$ cat src/dmn_pkg.sv
// Shared types and codes for the distributed mutex node.
`default_nettype none

package dmn_pkg;

  localparam int unsigned SRC_W     = 4;
  localparam int unsigned SEQ_IO_W  = 16;
  localparam int unsigned TDATA_W   = 24;
  localparam int unsigned TUSER_W   = 3;
  localparam int unsigned CFG_ADDR_W = 1;
  localparam int unsigned CFG_DATA_W = 5;

  typedef enum logic [2:0] {
    OP_LREQ = 3'd0,
    OP_LREL = 3'd1,
    OP_RREQ = 3'd2,
    OP_RREP = 3'd3,
    OP_LFIN = 3'd4,
    OP_RFIN = 3'd5,
    OP_BAD  = 3'd6
  } op_e;

  typedef enum logic [2:0] {
    ACT_REQ   = 3'd0,
    ACT_REPLY = 3'd1,
    ACT_GRANT = 3'd2,
    ACT_FIN   = 3'd3,
    ACT_DONE  = 3'd4,
    ACT_ERR   = 3'd5
  } act_e;

  typedef enum logic [CFG_ADDR_W-1:0] {
    REG_MY_INDEX    = 1'd0,
    REG_NUM_SERVERS = 1'd1
  } reg_e;

  typedef enum logic [1:0] {
    ST_IDLE,
    ST_BCAST,
    ST_RELEASE,
    ST_SINGLE
  } state_e;

  typedef struct packed {
    op_e                 op;
    logic [SRC_W-1:0]    src;
    logic [SEQ_IO_W-1:0] seq;
  } cmd_t;

  typedef struct packed {
    act_e                action;
    logic [SRC_W-1:0]    dest;
    logic [SEQ_IO_W-1:0] seq;
    logic                last;
  } res_t;

endpackage

`default_nettype wire

$ cat src/distributed_mutex_node.sv
// Top level of one distributed mutual exclusion node.
// A lone result passes from the single-result state into the output register; a broadcast
//   scans the node indices in order and may end with a trailing grant or all-done, and a
//   release scans deferred flags in index order. The back end accepts only when idle.
// Input queue holds two requests, so the input side takes up to two requests during a scan.
// Reset is asynchronous, active low; it clears the control state and deferred flags at once.
`default_nettype none

module distributed_mutex_node
  import dmn_pkg::*;
#(
  parameter int unsigned MAX_NODES = 16,
  parameter int unsigned SEQ_BITS  = 16
) (
  input  wire logic                  clk_i,
  input  wire logic                  rst_ni,
  input  wire logic                  cfg_we_i,
  input  wire logic [CFG_ADDR_W-1:0] cfg_addr_i,
  input  wire logic [CFG_DATA_W-1:0] cfg_wdata_i,
  input  wire logic                  s_axis_tvalid,
  output logic                       s_axis_tready,
  input  wire logic [TDATA_W-1:0]    s_axis_tdata,  // source_node[3:0], seq_in[19:4], zero pad
  input  wire logic [TUSER_W-1:0]    s_axis_tuser,  // req_type[2:0]
  output logic                       m_axis_tvalid,
  input  wire logic                  m_axis_tready,
  output logic [TDATA_W-1:0]         m_axis_tdata,  // dest_node[3:0], seq_out[19:4], zero pad
  output logic [TUSER_W-1:0]         m_axis_tuser,  // action[2:0]
  output logic                       m_axis_tlast
);

  cmd_t cmd;
  logic cmd_valid, cmd_ready;
  res_t res;

  dmn_front u_front (
    .clk_i         (clk_i),
    .rst_ni        (rst_ni),
    .s_axis_tvalid (s_axis_tvalid),
    .s_axis_tready (s_axis_tready),
    .s_axis_tdata  (s_axis_tdata),
    .s_axis_tuser  (s_axis_tuser),
    .cmd_o         (cmd),
    .cmd_valid_o   (cmd_valid),
    .cmd_ready_i   (cmd_ready)
  );

  dmn_back #(
    .MAX_NODES (MAX_NODES),
    .SEQ_BITS  (SEQ_BITS)
  ) u_back (
    .clk_i       (clk_i),
    .rst_ni      (rst_ni),
    .cfg_we_i    (cfg_we_i),
    .cfg_addr_i  (cfg_addr_i),
    .cfg_wdata_i (cfg_wdata_i),
    .cmd_i       (cmd),
    .cmd_valid_i (cmd_valid),
    .cmd_ready_o (cmd_ready),
    .res_o       (res),
    .res_valid_o (m_axis_tvalid),
    .res_ready_i (m_axis_tready)
  );

  assign m_axis_tdata = {4'd0, res.seq, res.dest};
  assign m_axis_tuser = res.action;
  assign m_axis_tlast = res.last;

endmodule

`default_nettype wire

$ cat src/dmn_front.sv
// Front end: decodes incoming requests and queues them for the back end.
`default_nettype none

module dmn_front
  import dmn_pkg::*;
(
  input  wire logic               clk_i,
  input  wire logic               rst_ni,
  input  wire logic               s_axis_tvalid,
  output logic                    s_axis_tready,
  input  wire logic [TDATA_W-1:0] s_axis_tdata,  // source_node[3:0], seq_in[19:4], zero pad
  input  wire logic [TUSER_W-1:0] s_axis_tuser,  // req_type[2:0]
  output cmd_t                    cmd_o,
  output logic                    cmd_valid_o,
  input  wire logic               cmd_ready_i
);

  cmd_t       fifo_q [2];
  logic       wr_q, wr_d;
  logic       rd_q, rd_d;
  logic [1:0] cnt_q, cnt_d;
  cmd_t       dec;
  logic       push, pop;

  always_comb begin
    dec.src = s_axis_tdata[SRC_W-1:0];
    dec.seq = s_axis_tdata[SRC_W+SEQ_IO_W-1:SRC_W];
    unique case (s_axis_tuser)
      3'd0:    dec.op = OP_LREQ;
      3'd1:    dec.op = OP_LREL;
      3'd2:    dec.op = OP_RREQ;
      3'd3:    dec.op = OP_RREP;
      3'd4:    dec.op = OP_LFIN;
      3'd5:    dec.op = OP_RFIN;
      default: dec.op = OP_BAD;
    endcase
  end

  assign s_axis_tready = (cnt_q != 2'd2);
  assign cmd_valid_o   = (cnt_q != 2'd0);
  assign cmd_o         = fifo_q[rd_q];
  assign push          = s_axis_tvalid && s_axis_tready;
  assign pop           = cmd_valid_o && cmd_ready_i;

  always_comb begin
    wr_d  = push ? ~wr_q : wr_q;
    rd_d  = pop ? ~rd_q : rd_q;
    cnt_d = cnt_q + {1'b0, push} - {1'b0, pop};
  end

  always_ff @(posedge clk_i or negedge rst_ni) begin
    if (!rst_ni) begin
      wr_q  <= 1'b0;
      rd_q  <= 1'b0;
      cnt_q <= 2'd0;
    end else begin
      wr_q  <= wr_d;
      rd_q  <= rd_d;
      cnt_q <= cnt_d;
    end
  end

  always_ff @(posedge clk_i) begin
    if (push) begin
      fifo_q[wr_q] <= dec;
    end
  end

endmodule

`default_nettype wire

$ cat src/dmn_back.sv
// Back end: protocol state, sequencer for broadcasts and deferred replies, output register.
`default_nettype none

module dmn_back
  import dmn_pkg::*;
#(
  parameter int unsigned MAX_NODES = 16,
  parameter int unsigned SEQ_BITS  = 16
) (
  input  wire logic                  clk_i,
  input  wire logic                  rst_ni,
  input  wire logic                  cfg_we_i,
  input  wire logic [CFG_ADDR_W-1:0] cfg_addr_i,
  input  wire logic [CFG_DATA_W-1:0] cfg_wdata_i,
  input  cmd_t                       cmd_i,
  input  wire logic                  cmd_valid_i,
  output logic                       cmd_ready_o,
  output res_t                       res_o,
  output logic                       res_valid_o,
  input  wire logic                  res_ready_i
);

  localparam int unsigned IDX_W    = (MAX_NODES > 1) ? $clog2(MAX_NODES) : 1;
  localparam int unsigned SCAN_W   = (IDX_W > SRC_W) ? IDX_W : SRC_W;
  localparam int unsigned NODE_LIM = (MAX_NODES < 16) ? MAX_NODES : 16;

  function automatic logic [CFG_DATA_W-1:0] clamp_cnt(input logic [CFG_DATA_W-1:0] ns);
    logic [CFG_DATA_W-1:0] c;
    begin
      c = ns;
      if (c == '0) c = CFG_DATA_W'(1);
      if (c > CFG_DATA_W'(NODE_LIM)) c = CFG_DATA_W'(NODE_LIM);
      return c;
    end
  endfunction

  state_e                state_q, state_d;
  logic [SRC_W-1:0]      my_q, my_d;
  logic [CFG_DATA_W-1:0] ns_q, ns_d;
  logic [SEQ_BITS-1:0]   own_q, own_d;
  logic [SEQ_BITS-1:0]   high_q, high_d;
  logic                  pend_q, pend_d;
  logic [3:0]            outst_q, outst_d;
  logic [MAX_NODES-1:0]  flags_q, flags_d;
  logic [CFG_DATA_W-1:0] ca_q, ca_d;
  logic                  fin_q, fin_d;
  logic                  ovalid_q, ovalid_d;
  res_t                  out_q, out_d;
  logic [SCAN_W-1:0]     scan_q, scan_d;
  act_e                  bc_act_q, bc_act_d;
  logic                  tail_q, tail_d;
  act_e                  sgl_act_q, sgl_act_d;
  logic [SRC_W-1:0]      sgl_dest_q, sgl_dest_d;

  logic [CFG_DATA_W-1:0]        cnt, cm1, last_peer;
  logic                         has_peer, can_load, cmd_go, is_err, src_big, defer;
  logic [CFG_DATA_W-1:0]        ca_dec;
  logic                         fin_done;
  logic [SEQ_BITS+SEQ_IO_W-1:0] seq_ext;
  logic [SEQ_BITS-1:0]          seq_n, own_inc;
  logic [SEQ_BITS+15:0]         own_ext;
  logic [SRC_W-1:0]             bc_idx;
  logic                         bc_emit, bc_end, bc_step;
  logic [IDX_W-1:0]             rl_ix;
  logic                         rl_hit, rl_last;
  logic [MAX_NODES-1:0]         rl_rest;

  // decisions shared by next-state and datapath logic
  always_comb begin
    cnt       = clamp_cnt(ns_q);
    cm1       = cnt - CFG_DATA_W'(1);
    last_peer = ({1'b0, my_q} == cm1) ? (cnt - CFG_DATA_W'(2)) : cm1;
    has_peer  = (cnt >= CFG_DATA_W'(2)) || (my_q != '0);
    can_load  = !ovalid_q || res_ready_i;
    cmd_go    = (state_q == ST_IDLE) && cmd_valid_i;
    seq_ext   = {SEQ_BITS'(0), cmd_i.seq};
    seq_n     = seq_ext[SEQ_BITS-1:0];
    own_inc   = (high_q == '1) ? high_q : high_q + SEQ_BITS'(1);
    own_ext   = {16'd0, own_q};
    src_big   = {1'b0, cmd_i.src} >= cnt;
    defer     = pend_q && ((seq_n > own_q) || ((seq_n == own_q) && (cmd_i.src > my_q)));
    ca_dec    = (ca_q == '0) ? ca_q : ca_q - CFG_DATA_W'(1);
    fin_done  = (ca_dec == '0);
    is_err    = fin_q || (cmd_i.op == OP_BAD)
             || ((cmd_i.op == OP_LREQ) && pend_q)
             || ((cmd_i.op == OP_LREL) && !pend_q)
             || ((cmd_i.op == OP_RREQ) && src_big)
             || ((cmd_i.op == OP_RREP) && (!pend_q || (outst_q == '0)));
    bc_idx    = scan_q[SRC_W-1:0];
    bc_emit   = (bc_idx != my_q);
    bc_end    = ({1'b0, bc_idx} == cm1);
    bc_step   = !bc_emit || can_load;
    rl_ix     = scan_q[IDX_W-1:0];
    rl_hit    = flags_q[rl_ix];
    rl_rest   = flags_q & ~(MAX_NODES'(1) << rl_ix);
    rl_last   = (rl_rest == '0);
  end

  assign cmd_ready_o = (state_q == ST_IDLE);
  assign res_o       = out_q;
  assign res_valid_o = ovalid_q;

  always_comb begin
    state_d = state_q;
    unique case (state_q)
      ST_IDLE: begin
        if (cmd_go) begin
          priority if (is_err) begin
            state_d = ST_SINGLE;
          end else begin
            unique case (cmd_i.op)
              OP_LREQ: state_d = has_peer ? ST_BCAST : ST_SINGLE;
              OP_LREL: state_d = (flags_q != '0) ? ST_RELEASE : ST_IDLE;
              OP_RREQ: state_d = defer ? ST_IDLE : ST_SINGLE;
              OP_RREP: state_d = (outst_q == 4'd1) ? ST_SINGLE : ST_IDLE;
              OP_LFIN: state_d = has_peer ? ST_BCAST : (fin_done ? ST_SINGLE : ST_IDLE);
              OP_RFIN: state_d = fin_done ? ST_SINGLE : ST_IDLE;
              default: state_d = ST_SINGLE;
            endcase
          end
        end
      end
      ST_BCAST: begin
        if (bc_step && bc_end) state_d = tail_q ? ST_SINGLE : ST_IDLE;
      end
      ST_RELEASE: begin
        if (rl_hit && can_load && rl_last) state_d = ST_IDLE;
      end
      ST_SINGLE: begin
        if (can_load) state_d = ST_IDLE;
      end
      default: state_d = ST_IDLE;
    endcase
  end

  always_comb begin
    my_d       = my_q;
    ns_d       = ns_q;
    own_d      = own_q;
    high_d     = high_q;
    pend_d     = pend_q;
    outst_d    = outst_q;
    flags_d    = flags_q;
    ca_d       = ca_q;
    fin_d      = fin_q;
    out_d      = out_q;
    scan_d     = scan_q;
    bc_act_d   = bc_act_q;
    tail_d     = tail_q;
    sgl_act_d  = sgl_act_q;
    sgl_dest_d = sgl_dest_q;
    ovalid_d   = res_ready_i ? 1'b0 : ovalid_q;

    unique case (state_q)
      ST_IDLE: begin
        if (cmd_go) begin
          scan_d     = '0;
          sgl_dest_d = '0;
          priority if (is_err) begin
            sgl_act_d = ACT_ERR;
          end else begin
            unique case (cmd_i.op)
              OP_LREQ: begin
                pend_d    = 1'b1;
                outst_d   = cm1[3:0];
                own_d     = own_inc;
                bc_act_d  = ACT_REQ;
                tail_d    = (cnt == CFG_DATA_W'(1));
                sgl_act_d = ACT_GRANT;
              end
              OP_LREL: begin
                pend_d = 1'b0;
              end
              OP_RREQ: begin
                if (seq_n > high_q) high_d = seq_n;
                if (defer) flags_d = flags_q | (MAX_NODES'(1) << cmd_i.src);
                sgl_act_d  = ACT_REPLY;
                sgl_dest_d = cmd_i.src;
              end
              OP_RREP: begin
                outst_d   = outst_q - 4'd1;
                sgl_act_d = ACT_GRANT;
              end
              OP_LFIN, OP_RFIN: begin
                ca_d      = ca_dec;
                fin_d     = fin_done;
                bc_act_d  = ACT_FIN;
                tail_d    = fin_done;
                sgl_act_d = ACT_DONE;
              end
              default: sgl_act_d = ACT_ERR;
            endcase
          end
        end
      end
      ST_BCAST: begin
        if (bc_emit && can_load) begin
          ovalid_d     = 1'b1;
          out_d.action = bc_act_q;
          out_d.dest   = bc_idx;
          out_d.seq    = (bc_act_q == ACT_REQ) ? own_ext[SEQ_IO_W-1:0] : '0;
          out_d.last   = ({1'b0, bc_idx} == last_peer) && !tail_q;
        end
        if (bc_step) scan_d = scan_q + SCAN_W'(1);
      end
      ST_RELEASE: begin
        if (rl_hit && can_load) begin
          ovalid_d     = 1'b1;
          out_d.action = ACT_REPLY;
          out_d.dest   = scan_q[SRC_W-1:0];
          out_d.seq    = '0;
          out_d.last   = rl_last;
          flags_d      = rl_rest;
        end
        if (!rl_hit || can_load) scan_d = scan_q + SCAN_W'(1);
      end
      ST_SINGLE: begin
        if (can_load) begin
          ovalid_d     = 1'b1;
          out_d.action = sgl_act_q;
          out_d.dest   = sgl_dest_q;
          out_d.seq    = '0;
          out_d.last   = 1'b1;
        end
      end
      default: ;
    endcase

    if (cfg_we_i) begin
      unique case (reg_e'(cfg_addr_i))
        REG_MY_INDEX: my_d = cfg_wdata_i[SRC_W-1:0];
        REG_NUM_SERVERS: begin
          ns_d = cfg_wdata_i;
          ca_d = clamp_cnt(cfg_wdata_i);
        end
        default: ;
      endcase
    end
  end

  always_ff @(posedge clk_i or negedge rst_ni) begin
    if (!rst_ni) begin
      state_q  <= ST_IDLE;
      my_q     <= '0;
      ns_q     <= CFG_DATA_W'(2);
      own_q    <= '0;
      high_q   <= '0;
      pend_q   <= 1'b0;
      outst_q  <= '0;
      flags_q  <= '0;
      ca_q     <= CFG_DATA_W'(2);
      fin_q    <= 1'b0;
      ovalid_q <= 1'b0;
    end else begin
      state_q  <= state_d;
      my_q     <= my_d;
      ns_q     <= ns_d;
      own_q    <= own_d;
      high_q   <= high_d;
      pend_q   <= pend_d;
      outst_q  <= outst_d;
      flags_q  <= flags_d;
      ca_q     <= ca_d;
      fin_q    <= fin_d;
      ovalid_q <= ovalid_d;
    end
  end

  always_ff @(posedge clk_i) begin
    out_q      <= out_d;
    scan_q     <= scan_d;
    bc_act_q   <= bc_act_d;
    tail_q     <= tail_d;
    sgl_act_q  <= sgl_act_d;
    sgl_dest_q <= sgl_dest_d;
  end

endmodule

`default_nettype wire

$ cat config.mk
export PLATFORM = sky130hd
export DESIGN_NAME = distributed_mutex_node
export DESIGN_NICKNAME = d
export VERILOG_FILES = /design/src/dmn_pkg.sv /design/src/distributed_mutex_node.sv /design/src/dmn_front.sv /design/src/dmn_back.sv
export SDC_FILE = /design/constraint.sdc
export NUM_CORES = 1
export LEC_CHECK = 0
export BUFFER_PORTS_ARGS = -buffer_cell sky130_fd_sc_hd__buf_2
export CORE_UTILIZATION = 60
export DETAILED_ROUTE_END_ITERATION = 16
export MAX_ROUTING_LAYER = met4
export PLACE_DENSITY_LB_ADDON = 0.15
export SLEW_MARGIN = 5
export SYNTH_ARGS = -nofsm -noshare
export SYNTH_HDL_FRONTEND = slang
export SYNTH_SLANG_ARGS = --single-unit
export TNS_END_PERCENT = 50
$ cat constraint.sdc
create_clock -name clk_i -period 4.53 [get_ports clk_i]
set_input_delay 0.906 -clock clk_i [delete_from_list [all_inputs] [get_ports clk_i]]
set_output_delay 0.906 -clock clk_i [all_outputs]
set_load 0.05 [all_outputs]
==> qor.txt <==
Leak: 0.00417 uW
area of the multi-input gates: 4370 sq um
Critical Path RT: 4830 ps
Critical Path AT: 4280 ps
slowest stage delay, CP: 900 ps
drt wl/cell: 19.4 um
Non-Filler Instances: 1094
Total Power: 7560 uW
clock sink total: 158
Cells after Synth: 833
routed via count: 6738
Synth-to-Final Area Change: 11.3%
Synth top area share: 0.272
setup TNS: 0 ps
Via-to-Cell Ratio: 6.16
number of synthesized flops with an enable pin: 83
CTS Hold Bufs: 0
total global routing track utilization: 0.293
Synth async-reset ratio: 0.475
post-synthesis sequential area ratio: 0.478
Routed Antenna Nets: 0
worst-path fanout max: 20
die area: 15700 sq um
Die X: 125 um
Final Cycle Share: 0.878
IO Port Bufs: 59
Post-Synth XOR/XNOR Area: 0.0306
CP max stage cell: dfrtp_1
first-pass iteration count of the detailed router: 11
Congestion Overflow GR: 0
syn_area_per_cell: 11.0 sq um
Ys Warns: 0
Core Util, Final: 0.693
Max transition margin: 0.262
Reg area: 4370 sq um
Hold Path Class: reg -> reg
Post-synth top flop: edfxtp_1
Post-CTS Resized: 0
placed cell count: 1062
FMAX: 251 MHz
Synth Area in Adders: 0.0848
PwrDens: 742 nW/um^2
Worst Path Buf+Inv: 0
fin. max-slew vios: 0
CP Capture Type: flip-flop
final worst path period need: 3980 ps
Final setup viols: 0
clk slew on worst S/H paths: 70 ps
final wirelength: 21200 um
Detailed Place HPWL: 15800 um
top cells by area, synth: edfxtp_1 (27%), dfrtp_1 (20%), ha_1 (8.5%), mux2_2 (5.3%), mux2i_1 (3.2%)
Max Cap Violations: 0
clk_lat worst skew: 420 ps
main combinational cell family by area after synthesis: simple AND/OR/NAND/NOR gates
mux share of post-synthesis cell area: 0.0945
H-tree levels: 4
top cells by count, synth: edfxtp_1 (83), dfrtp_1 (73), nand2_1 (66)
buffer depth of the longest clock path: 2
First DRT Iteration DRCs: 528
most common cell in the synthesized netlist: edfxtp_1
cell type with the largest total area after synthesis: edfxtp_1
Fin. Hold Viols: 0
crit-path leading delay family: compound AO/OA/AOI/OAI gates
Initial Util: 0.622
critical path type: reg -> reg
Compound-Gate Fraction of Synth Area: 0.129
CTS buffer count: 17
slew at the pin closest to its max-slew limit: 1110 ps
Yosys reg bits: 158
Post-route DRC: 5
Yosys cell types: 80
n_diodes: 0
# nets final: 997
failing checks: DRC
vias in the first global route: 6627
Clock Skews: 6.50 ps
CP Cell Sequence: mux2_2 > ha_1 > nand4_1 > nor3_1 > o31ai_1 > and4b_1 > o41a_1 > a21o_1 > o41ai_1
die height: 125 um
Top-Level Pins: 68
Post-Syn Area: 9150 sq um
Worst VDD drop: 533 uV
CTS tree: yes
placer congestion estimate: 0.903
share of post-route cells with drive strength above 1: 0.191
Fill cells: 1108
first-pass GRT wire length: 34600 um
setup bufs post-CTS: 0
CORE AREA: 14700 sq um
Post-Synth Simple-Gate Area: 0.135
startpoint types: flip-flop
initial antenna violation count: 0
Root Driver: clkbuf_16
outcome: finished, violations left
# rows: 44
RSZ-0062 raised after global routing: no
largest net degree at the start of global routing: 45
## worst min-delay path, stage by stage, from the launching register on
cell and delay, ps:
dfrtp_1 370, nand2_1 60, o31ai_1 50
## routing by layer
metal  vias up  wire length [um]  GRT usage  share of wire
met2       252              9460      0.434           0.45
met3        28              1230     0.0419          0.058
met5         -                 0          -              0
li1       3192                 -          -              -
met4         0               312     0.0968          0.015
met1      3266             10200      0.416           0.48
## placed cells by master (no fill, tap or decap), drive strengths merged, types with 18 or more instances in the layout
cell	n
a21oi	32
nor3	18
nand3	20
dfrtp	73
buf	73
and2	22
clkbuf	18
edfxtp	83
mux2i	29
ha	62
nand4	18
nand2	66
mux2	43
nor2	45
inv	70
xnor2	29
o21ai	51
## layout make-up
| cell class | count | share of cell area |
|---|---|---|
| clock buffer | 18 | 0.0421 |
| clock inverter | 14 | 0.0131 |
| inverter | 66 | 0.0243 |
| multi-input combinational | 581 | 0.429 |
| sequential | 158 | 0.429 |
| tap | 184 | 0.0226 |
| timing repair buffer | 73 | 0.0393 |
## stage by stage
stage | hold WS [ps] | setup slack, ps | cell area (sq um)
6_report | 509 | 553 | 10200
5_1_grt | 529 | 261 | 10200
4_1_cts | 508 | 603 | 10200
3_5_place_dp | 493 | 637 | 9620
3_3_place_gp | 487 | 695 | 9620
2_1_floorplan | 461 | 586 | 9160
## worst paths after layout
path	startpoint	endpoint	slack [ps]	cells past startpoint
max	u_front.rd_q	u_back.flags_q[15]	550	9
min	u_back.own_q[13]	u_back.own_q[13]	510	2
max reg2reg	u_front.rd_q	u_back.flags_q[15]	550	9
min reg2reg	u_back.own_q[13]	u_back.own_q[13]	510	2
max in group asynchronous	rst_ni	u_back.ca_q[2]	2870	2
min in group asynchronous	rst_ni	u_back.own_q[10]	540	1
## where the power goes
group	switching (uW)	internal, uW
logic	2270	1310
clock network	601	768
registers	483	2130
total	3350	4210
## state kept, by name, summed over array words and instances, names as in the netlist, 2 cells and up
name / cells
u_back.state_q: 2
u_back.bc_idx: 4
u_back.res_o: 24
u_back.sgl_dest_q: 4
u_back.my_q: 4
u_back.ca_q: 5
u_back.ns_q: 5
u_front.cnt_q: 2
u_back.sgl_act_q: 3
u_back.high_q: 16
u_back.outst_q: 4
u_front.fifo_q: 46
u_back.own_q: 16
u_back.flags_q: 16
## kinds of logic (layout without fill, tap and decap cells)
family | count (synthesis) | in the layout
AO/OA/AOI/OAI | 168 | 168
XOR/XNOR | 32 | 32
adder cells (fa/ha/maj) | 62 | 62
buffers and inverters | 97 | 171
flip-flops | 158 | 158
multiplexers | 76 | 76
other | 1 | 4
AND/OR/NAND/NOR | 239 | 239
Power figures use the tool's default switching activity.
